[src/rtl/kps_pkg.sv]
// Package for the matrix keypad scanner: scan phase type, register indexes,
// result struct and the row priority function. It has no dependencies.
`timescale 1ns / 1ps

package kps_pkg;

    typedef enum logic [1:0] {
        PH_IDLE    = 2'd0,
        PH_CONFIRM = 2'd1,
        PH_SETTLE  = 2'd2,
        PH_SCAN    = 2'd3
    } t_phase;

    localparam logic [1:0] CFG_SETTLE_TICKS = 2'd0;
    localparam logic [1:0] CFG_COLUMN_TICKS = 2'd1;

    localparam logic [9:0] SETTLE_TICKS_RESET = 10'd100;
    localparam logic [7:0] COLUMN_TICKS_RESET = 8'd10;
    localparam logic [1:0] FIRST_COLUMN       = 2'd3;
    localparam logic [3:0] ALL_COLUMNS        = 4'hF;

    typedef struct packed {
        logic [3:0] column_drive;
        logic       key_valid;
        logic [1:0] key_row;
        logic [1:0] key_column;
    } t_result;

    function automatic logic [1:0] lowest_row(input logic [3:0] rows);
        logic [1:0] idx;
        if (rows[0]) begin
            idx = 2'd0;
        end else if (rows[1]) begin
            idx = 2'd1;
        end else if (rows[2]) begin
            idx = 2'd2;
        end else begin
            idx = 2'd3;
        end
        return idx;
    endfunction

endpackage

[src/rtl/kps_core.sv]
// Scan state machine with the configuration registers and the dwell counter.
// Depends on kps_pkg for the phase type, register indexes and result struct.
`timescale 1ns / 1ps

module kps_core
    import kps_pkg::*;
(
    input  logic       i_clk,
    input  logic       i_rst_n,
    input  logic       i_cfg_write,
    input  logic [1:0] i_cfg_index,
    input  logic [9:0] i_cfg_data,
    input  logic       i_advance,
    input  logic [3:0] i_rows,
    output t_result    o_result
);

    t_phase     r_phase, n_phase;
    logic [1:0] r_column, n_column;
    logic [9:0] r_wait, n_wait;
    logic [9:0] r_settle_ticks;
    logic [7:0] r_column_ticks;
    logic [10:0] w_wait_inc;
    logic        w_any_row;
    t_result     w_res;

    always_ff @(posedge i_clk) begin
        if (!i_rst_n) begin
            r_settle_ticks <= SETTLE_TICKS_RESET;
            r_column_ticks <= COLUMN_TICKS_RESET;
        end else if (i_cfg_write) begin
            unique case (i_cfg_index)
                CFG_SETTLE_TICKS: r_settle_ticks <= i_cfg_data;
                CFG_COLUMN_TICKS: r_column_ticks <= i_cfg_data[7:0];
                default: ;
            endcase
        end
    end

    always_ff @(posedge i_clk) begin
        if (!i_rst_n) begin
            r_phase  <= PH_IDLE;
            r_column <= FIRST_COLUMN;
            r_wait   <= '0;
        end else if (i_advance) begin
            r_phase  <= n_phase;
            r_column <= n_column;
            r_wait   <= n_wait;
        end
    end

    always_comb begin
        w_wait_inc = {1'b0, r_wait} + 11'd1;
        w_any_row  = (i_rows != 4'd0);
        n_phase    = r_phase;
        n_column   = r_column;
        n_wait     = r_wait;
        w_res      = '{column_drive: ALL_COLUMNS, key_valid: 1'b0,
                       key_row: 2'd0, key_column: 2'd0};
        unique case (r_phase)
            PH_IDLE: begin
                if (w_any_row) begin
                    n_phase = PH_CONFIRM;
                end
            end
            PH_CONFIRM: begin
                if (w_any_row) begin
                    n_phase = PH_SETTLE;
                    n_wait  = '0;
                end
            end
            PH_SETTLE: begin
                if (w_wait_inc >= {1'b0, r_settle_ticks}) begin
                    n_wait = '0;
                    if (w_any_row) begin
                        n_phase  = PH_SCAN;
                        n_column = FIRST_COLUMN;
                    end else begin
                        n_phase = PH_CONFIRM;
                    end
                end else begin
                    n_wait = w_wait_inc[9:0];
                end
            end
            PH_SCAN: begin
                w_res.column_drive = 4'd1 << r_column;
                if (w_wait_inc >= {3'd0, r_column_ticks}) begin
                    n_wait = '0;
                    if (w_any_row) begin
                        w_res.key_valid  = 1'b1;
                        w_res.key_row    = lowest_row(i_rows);
                        w_res.key_column = r_column;
                        n_phase          = PH_IDLE;
                        n_column         = FIRST_COLUMN;
                    end else if (r_column == 2'd0) begin
                        n_phase  = PH_IDLE;
                        n_column = FIRST_COLUMN;
                    end else begin
                        n_column = r_column - 2'd1;
                    end
                end else begin
                    n_wait = w_wait_inc[9:0];
                end
            end
            default: ;
        endcase
    end

    assign o_result = w_res;

    a_drive_all_outside_scan: assert property (@(posedge i_clk) disable iff (!i_rst_n)
        (r_phase != PH_SCAN) |-> (w_res.column_drive == ALL_COLUMNS && !w_res.key_valid))
        else $error("columns not all driven or key reported outside the scan");

    a_drive_onehot_in_scan: assert property (@(posedge i_clk) disable iff (!i_rst_n)
        (r_phase == PH_SCAN) |-> $onehot(w_res.column_drive))
        else $error("scan does not drive exactly one column");

    a_idle_after_key: assert property (@(posedge i_clk) disable iff (!i_rst_n)
        (i_advance && w_res.key_valid) |=> (r_phase == PH_IDLE && r_column == FIRST_COLUMN))
        else $error("scanner did not return to idle after a key event");

    a_hold_without_tick: assert property (@(posedge i_clk) disable iff (!i_rst_n)
        !i_advance |=> ($stable(r_phase) && $stable(r_wait) && $stable(r_column)))
        else $error("scan state changed without a tick");

endmodule

[src/rtl/kps_out_reg.sv]
// Output register for the result items, with valid and ready towards the sink.
// Depends on kps_pkg for the result struct.
`timescale 1ns / 1ps

module kps_out_reg
    import kps_pkg::*;
(
    input  logic    i_clk,
    input  logic    i_rst_n,
    input  logic    i_load,
    input  t_result i_result,
    output logic    o_space,
    output logic    o_valid,
    input  logic    i_ready,
    output t_result o_result
);

    logic    r_valid;
    t_result r_result;

    assign o_space = !r_valid || i_ready;

    always_ff @(posedge i_clk) begin
        if (!i_rst_n) begin
            r_valid <= 1'b0;
        end else begin
            r_valid <= i_load || (r_valid && !i_ready);
        end
    end

    always_ff @(posedge i_clk) begin
        if (i_load) begin
            r_result <= i_result;
        end
    end

    assign o_valid  = r_valid;
    assign o_result = r_result;

    a_no_overwrite: assert property (@(posedge i_clk) disable iff (!i_rst_n)
        (r_valid && !i_ready) |-> !i_load)
        else $error("pending result overwritten");

    a_hold_stalled: assert property (@(posedge i_clk) disable iff (!i_rst_n)
        (r_valid && !i_ready) |=> (r_valid && $stable(r_result)))
        else $error("stalled result changed");

    a_load_shows: assert property (@(posedge i_clk) disable iff (!i_rst_n)
        i_load |=> r_valid)
        else $error("loaded result not presented");

endmodule

[src/rtl/matrix_keypad_scanner_debounce_top.sv]
// Top level of the 4x4 matrix keypad scanner with debounce.
// Depends on kps_pkg, kps_core and kps_out_reg.
//
// Channel   Direction  Handshake                  Payload
// tick in   sink       i_in_valid / o_in_ready    i_row_lines
// result    source     o_out_valid / i_out_ready  o_column_drive, o_key_valid,
//                                                 o_key_row, o_key_column
// config    sink       i_cfg_valid / o_cfg_ready  i_cfg_index, i_cfg_data
//
// One tick is taken per cycle while o_in_ready is high; a tick passes from the input
// register through the scan state machine into the result register, which then
// presents the result to the sink until it transfers out.
// Reset is synchronous and active low; it restores the register defaults and idle.
// A stalled result holds in the result register while one more tick waits in
// the input register; further ticks are refused until the sink takes a result.
// Configuration writes are always taken.
`timescale 1ns / 1ps

module matrix_keypad_scanner_debounce_top
    import kps_pkg::*;
(
    input  logic       i_clk,
    input  logic       i_rst_n,
    input  logic       i_in_valid,
    output logic       o_in_ready,
    input  logic [3:0] i_row_lines,
    output logic       o_out_valid,
    input  logic       i_out_ready,
    output logic [3:0] o_column_drive,
    output logic       o_key_valid,
    output logic [1:0] o_key_row,
    output logic [1:0] o_key_column,
    input  logic       i_cfg_valid,
    output logic       o_cfg_ready,
    input  logic [1:0] i_cfg_index,
    input  logic [9:0] i_cfg_data
);

    logic       r_in_valid;
    logic [3:0] r_rows;
    logic       w_space;
    logic       w_advance;
    t_result    w_core_result;
    t_result    w_out_result;

    assign w_advance   = r_in_valid && w_space;
    assign o_in_ready  = !r_in_valid || w_space;
    assign o_cfg_ready = 1'b1;

    always_ff @(posedge i_clk) begin
        if (!i_rst_n) begin
            r_in_valid <= 1'b0;
        end else if (o_in_ready) begin
            r_in_valid <= i_in_valid;
        end
    end

    always_ff @(posedge i_clk) begin
        if (o_in_ready && i_in_valid) begin
            r_rows <= i_row_lines;
        end
    end

    kps_core u_core (
        .i_clk       (i_clk),
        .i_rst_n     (i_rst_n),
        .i_cfg_write (i_cfg_valid && o_cfg_ready),
        .i_cfg_index (i_cfg_index),
        .i_cfg_data  (i_cfg_data),
        .i_advance   (w_advance),
        .i_rows      (r_rows),
        .o_result    (w_core_result)
    );

    kps_out_reg u_out_reg (
        .i_clk    (i_clk),
        .i_rst_n  (i_rst_n),
        .i_load   (w_advance),
        .i_result (w_core_result),
        .o_space  (w_space),
        .o_valid  (o_out_valid),
        .i_ready  (i_out_ready),
        .o_result (w_out_result)
    );

    assign o_column_drive = w_out_result.column_drive;
    assign o_key_valid    = w_out_result.key_valid;
    assign o_key_row      = w_out_result.key_row;
    assign o_key_column   = w_out_result.key_column;

endmodule
[config.mk]
export PLATFORM = sky130hd
export DESIGN_NAME = matrix_keypad_scanner_debounce_top
export DESIGN_NICKNAME = d
export VERILOG_FILES = /design/src/rtl/kps_pkg.sv /design/src/rtl/kps_core.sv /design/src/rtl/kps_out_reg.sv /design/src/rtl/matrix_keypad_scanner_debounce_top.sv
export SDC_FILE = /design/constraint.sdc
export NUM_CORES = 1
export LEC_CHECK = 0
export BUFFER_PORTS_ARGS = -buffer_cell sky130_fd_sc_hd__buf_2
export CAP_MARGIN = 25
export CORE_UTILIZATION = 30
export DETAILED_ROUTE_END_ITERATION = 8
export PLACE_DENSITY = 0.57
export SETUP_SLACK_MARGIN = 0.15
export SYNTH_ARGS = -nofsm -noshare
export SYNTH_HDL_FRONTEND = slang
export SYNTH_SLANG_ARGS = --single-unit
export TNS_END_PERCENT = 100
[constraint.sdc]
create_clock -name i_clk -period 2.9 [get_ports i_clk]
set_input_delay 0.58 -clock i_clk [delete_from_list [all_inputs] [get_ports i_clk]]
set_output_delay 0.58 -clock i_clk [all_outputs]
set_load 0.02 [all_outputs]
* After elaboration in Yosys (flattened, before gate mapping)
Cells that the tools add are included.
** Operators by class
- Shift-type cells :: 1
- Equality and inequality tests :: 10
- Bitwise gates (word level) :: 3
- Add/subtract/negate cells :: 2
- Muxes and demuxes :: 22
- Reduce and logical (&&, ||, !) cells :: 24
- $lt $le $gt $ge :: 2
** Operators by type and width (count)
- 10-bit 2-to-1 mux :: 3
- 10-bit case mux with 3 select lines :: 1
- 2-bit 2-to-1 mux :: 14
- 10-bit by 1-bit adder with 11-bit output, second input constant :: 1
- 11-bit by 10-bit >= comparator with 1-bit output :: 1
- 11-bit by 8-bit >= comparator with 1-bit output :: 1
- 2-bit by 1-bit inequality test with 1-bit output, second input constant :: 5
- 2-bit case mux with 4 select lines :: 1
- 2-bit zero test :: 3
- 2-bit AND reduction :: 3
- 3-bit AND reduction :: 2
- 6-bit AND reduction :: 1
- 5-bit 2-to-1 mux :: 1
- 5-bit AND reduction :: 1
- 5-bit OR reduction :: 1
- 2-bit by 1-bit == test with 1-bit output, second input constant :: 2
- 2-bit == test, second input constant :: 2
- 2-bit case mux with 2 select lines :: 1
- 4-bit nonzero test :: 1
- 4-bit OR reduction :: 1
- 1-bit by 2-bit << shifter with 4-bit output, first input constant :: 1
- 1-bit logical AND :: 3
- 1-bit zero test :: 3
- 1-bit logical OR :: 3
- 6 further kinds :: 8
** Storage, ports and cells
- Input bits :: 21
- Bits in registers :: 47
- Logic and storage cells :: 77
- Output and inout port bits :: 12

* Longest topological paths before layout
- Depth in word-level cells :: 5
- Mapped depth :: 12

* Hierarchy
From an unflattened synthesis, not the netlist that was laid out.
** Unflattened totals
- Cells, all modules :: 260
- Area, all modules :: 2527.4 µm²
** Modules (own cells, without submodules)
- kps_core :: sequential area each 640.6 µm², area an instance 2011.9 µm², cells each 235, instances 1
- kps_out_reg :: sequential area each 290.3 µm², area an instance 319.1 µm², cells each 13, instances 1
- matrix_keypad_scanner_debounce_top :: sequential area each 140.1 µm², area an instance 196.4 µm², cells each 12, instances 1

* Least setup slack after synthesis
OpenSTA, ideal clock, no wires.
- Path kind :: flip-flop to flip-flop
- From :: register u_core.r_wait[0]
- To :: register u_core.r_wait[2]
- Buffers on the path :: 0
- Stages on the path, launching flop included :: 12
- Required time :: 2.840 ns
- Slack :: 0.294 ns
- Setup time :: 0.060 ns
- Arrival :: 2.546 ns
- Path through :: dfxtp_1 -> ha_1 -> inv_1 -> nor2_1 -> xor2_1 -> ha_1 -> a21o_1 -> a211oi_1 -> o211a_1 -> nand3_2 -> a2111oi_0 -> a221o_1
** Between the ends
- Cells in the longest elaborated chain, start to end :: 4
- Elaborated cells between the ends (all ways) :: 6
** Ends and longest elaborated chain
- start: declaration :: RTL line kps_core.sv:20 : logic [9:0] r_wait, n_wait;
- start signal: assignment :: RTL line kps_core.sv:48 : r_wait <= n_wait;
- 10-bit by 1-bit adder with 11-bit output (*) :: RTL line kps_core.sv:53 : w_wait_inc = {1'b0, r_wait} + 11'd1;
- 11-bit by 8-bit >= comparator with 1-bit output or 11-bit by 10-bit >= comparator with 1-bit output (tied branches) :: RTL line kps_core.sv:87, kps_core.sv:73
- 10-bit 2-to-1 mux, on equally long branches :: RTL line kps_core.sv:87, kps_core.sv:73
- 10-bit case mux with 3 select lines (*) :: RTL line kps_core.sv:60 : unique case (r_phase)
Every way passes the cells marked *; elsewhere a longest branch is shown, timed or not.
A chain may end at the register's enable or synchronous reset.

* Final worst setup path
Same ends and word-level chain as after synthesis.

==> flow_metrics.tcl <==
set metrics [dict create \
    status "completed" \
    ys.flop_type "dfxtp_1" \
    synth-seq-cells 47 \
    cp.required_ns 3.08 \
    clk_path_buf_depth 2 \
    p_per_area_mw_per_mm2 393 \
    cts_buffers 5 \
    setup_viol 0 \
    htree_levels 2 \
    final_cell_area_sq_mm 0.00306 \
    tns_ns 0 \
    arrival_ns 2.89 \
    yosysTopAreaCellShare_pct 27.1 \
    netlist_instances 260 \
    antenna_found_initial 0 \
    wl_per_cell_microns 12.5 \
    die_height_microns 93.4 \
    drc 0 \
    synth.distinct_cells 55 \
    synth-edff-count 13 \
    endpoint_kind "flop" \
    hold_class "in2reg" \
    vias 1908 \
    synth_nets 304 \
    io_buffers 31 \
    drive_gt1_share_pct 30.2 \
    clkLatencyLatePin_ns 0.30 \
    root_buffer "clkbuf_8" \
    power_mw 1.20 \
    maxSlewHeadroom_pct 63.0 \
    worst_slew_pin_slew_ns 0.554 \
    clk_pin_slew_worst_paths_ns 0.09 \
    vias_per_cell 4.65 \
    grt_max_degree 19 \
    ant_nets 0 \
    ys_warn_count 0 \
    crit_path_start_kind "flop" \
    total_leakage_power_nw 1.33 \
    grt_pass1_wl_microns 8360 \
    fmax_mhz 369 \
    first_pass_iters 4 \
    grt_pass1_vias 1807 \
    max-vdd-ir-drop_mv 0.212 \
    fillers 784 \
    final_nets 351 \
    ys_top_cells_by_area "dfxtp_1 (27%), edfxtp_1 (16%), ha_1 (11%), nand2_1 (4.9%), inv_1 (3.1%)" \
    finalHoldViolations 0 \
    postSynthAreaPerCell_sq_um 9.64 \
    synthArstFlopShare_pct 0 \
    grt_usage_pct 12.3 \
    cts_tree "done" \
    drt_wl_total_microns 5110 \
    rsz0062_at_grt "true" \
    dp_hpwl_microns 3580 \
    cts.sinks 47 \
    syn_area_sq_mm 0.00251 \
    io_pins 33 \
    pre_cts_ws_ns 0.0129 \
    syn_to_final_growth_pct 22.2 \
    postCtsHoldBufs 0 \
    skew_ns 0.00664 \
    regArea_sq_mm 0.00109 \
    drv_slew 0 \
    core_sq_mm 0.00789 \
    place_inst 388 \
    synth_seq_area_share_pct 42.7 \
    stdcell_count 410 \
    num_rows 32 \
    die-area_sq_mm 0.00873 \
    cp_max_fo 6 \
    place.gp.congestion 0.802 \
    setup_ws_ns 0.187 \
    drv_cap 0 \
    dpl_cell_area_sq_mm 0.00279 \
    fin_crit_sh_pct 93.6 \
    yosysTopAreaCell "dfxtp_1" \
    initial_core_util_pct 31.8 \
    critPathKind "reg2reg" \
    period_needed_ns 2.71 \
    drt_iter0_markers 84 \
    grt_overflow_total 0 \
    multi_input_area_sq_mm 0.00139 \
    die_w_microns 93.4 \
    n_antenna_cell 0 \
]
cells by family after synthesis:
group | count (synthesis) | synth area share (%)
xor gates and xnor gates | 8 | 2.79
other | 1 | 0.150
adders and majority gates | 24 | 11.9
AOI/OAI and AO/OA | 52 | 15.7
muxes | 8 | 3.24
DFF | 47 | 42.7
buffers and inverters | 32 | 4.99
and+or+nand+nor | 88 | 18.5
where the power goes:
group	total [mW]	switching (mW)	internal, mW
logic	0.121	0.0695	0.0513
registers	0.703	0.0134	0.690
clock network	0.379	0.210	0.170
final timing paths:
kind / start / end / slack, ns / cells past startpoint
max: u_core.r_wait[0]$_SDFFE_PN0P_ / u_core.r_wait[2]$_SDFFE_PN0P_ / 0.19 / 12
min: i_row_lines[0] / r_rows[0]$_DFFE_PP_ / 0.46 / 1
max reg2reg: u_core.r_wait[0]$_SDFFE_PN0P_ / u_core.r_wait[2]$_SDFFE_PN0P_ / 0.19 / 12
min reg2reg: u_core.r_settle_ticks[7]$_SDFFE_PN0P_ / u_core.r_settle_ticks[7]$_SDFFE_PN0P_ / 0.46 / 2
layout make-up:
type / count / share of cell area, %
multi-input cells: 182 / 45.4
flip-flops and latches: 47 / 35.4
repair buffers: 49 / 9.60
well taps: 102 / 4.16
inverters: 22 / 2.69
clock buffers: 7 / 2.49
clock inverters: 1 / 0.163
cell usage in the layout, fill, tap and decap left out, types with 4 or more instances in the layout:
master / synthesis / routed
inv_1: 21 / 21
clkbuf_8: 0 / 5
buf_2: 1 / 31
buf_4: 1 / 17
o21ai_0: 7 / 5
nor2b_1: 12 / 12
dfxtp_1: 34 / 30
nand2_1: 33 / 33
mux2i_1: 7 / 7
a22o_2: 7 / 7
nor2_1: 12 / 11
dfxtp_4: 0 / 4
edfxtp_1: 13 / 13
ha_1: 23 / 21
nand4_1: 5 / 5
a21o_1: 4 / 4
or2_2: 4 / 4
a21oi_1: 13 / 13
through the flow:
stage	util [%]	hold WS, ns
2_1_floorplan	-	0.436
3_3_place_gp	35.3	0.447
3_5_place_dp	35.3	0.452
4_1_cts	37.7	0.451
5_1_grt	38.8	0.445
6_report	38.8	0.458
registers in the layout (all words and copies together) (netlist names):
register	count
r_rows	4
u_core.r_settle_ticks	10
u_core.r_column_ticks	8
u_out_reg.o_result	9
u_core.r_column	2
r_in_valid	1
u_core.r_wait	10
u_core.r_phase	2
u_out_reg.o_valid	1
per-layer routing:
| layer | global-route usage, % | vias up | wire [microns] |
|---|---|---|---|
| met5 | 0 | - | 0 |
| met4 | 4.62 | 0 | 121 |
| met3 | 2.36 | 9 | 173 |
| met2 | 19.4 | 36 | 2310 |
| met1 | 16.6 | 858 | 2500 |
| li1 | - | 1005 | - |
what timing repair did:
item                       4_1_cts  5_1_grt
buffers inserted                 9        4
gates resized for setup         13       13
gates cloned                     1        0
hold endpoints to repair         0        0
pin swaps                       10       16
setup endpoints to repair       10       19
worst max-delay path, cell delays in order, from the launching register on:
cell and delay (ns):
dfxtp_4 0.37, ha_2 0.18, and3_4 0.15, xor2_1 0.15, buf_4 0.15, ha_1 0.26
nand2_1 0.04, nor3_1 0.16, a21oi_1 0.10, maj3_2 0.32, o21ai_4 0.24, a21oi_4 0.12
a221o_1 0.34
synth_stat cells, types with 2 or more instances:
| cell | count |
|---|---|
| dfxtp_1 | 34 |
| nand2_1 | 33 |
| ha_1 | 23 |
| inv_1 | 21 |
| a21oi_1 | 13 |
| edfxtp_1 | 13 |
| nor2_1 | 12 |
| nor2b_1 | 12 |
| clkbuf_1 | 8 |
| a22o_2 | 7 |
| mux2i_1 | 7 |
| o21ai_0 | 7 |
| nand4_1 | 5 |
| a21o_1 | 4 |
| or2_2 | 4 |
| xnor2_1 | 4 |
| xor2_1 | 4 |
| a21boi_0 | 3 |
| nor3_1 | 3 |
| o211ai_1 | 3 |
| a211oi_1 | 2 |
| a221o_1 | 2 |
| a31oi_1 | 2 |
| and3_1 | 2 |
| nand3_1 | 2 |
Note: power is estimated with default switching activity, not from simulation.
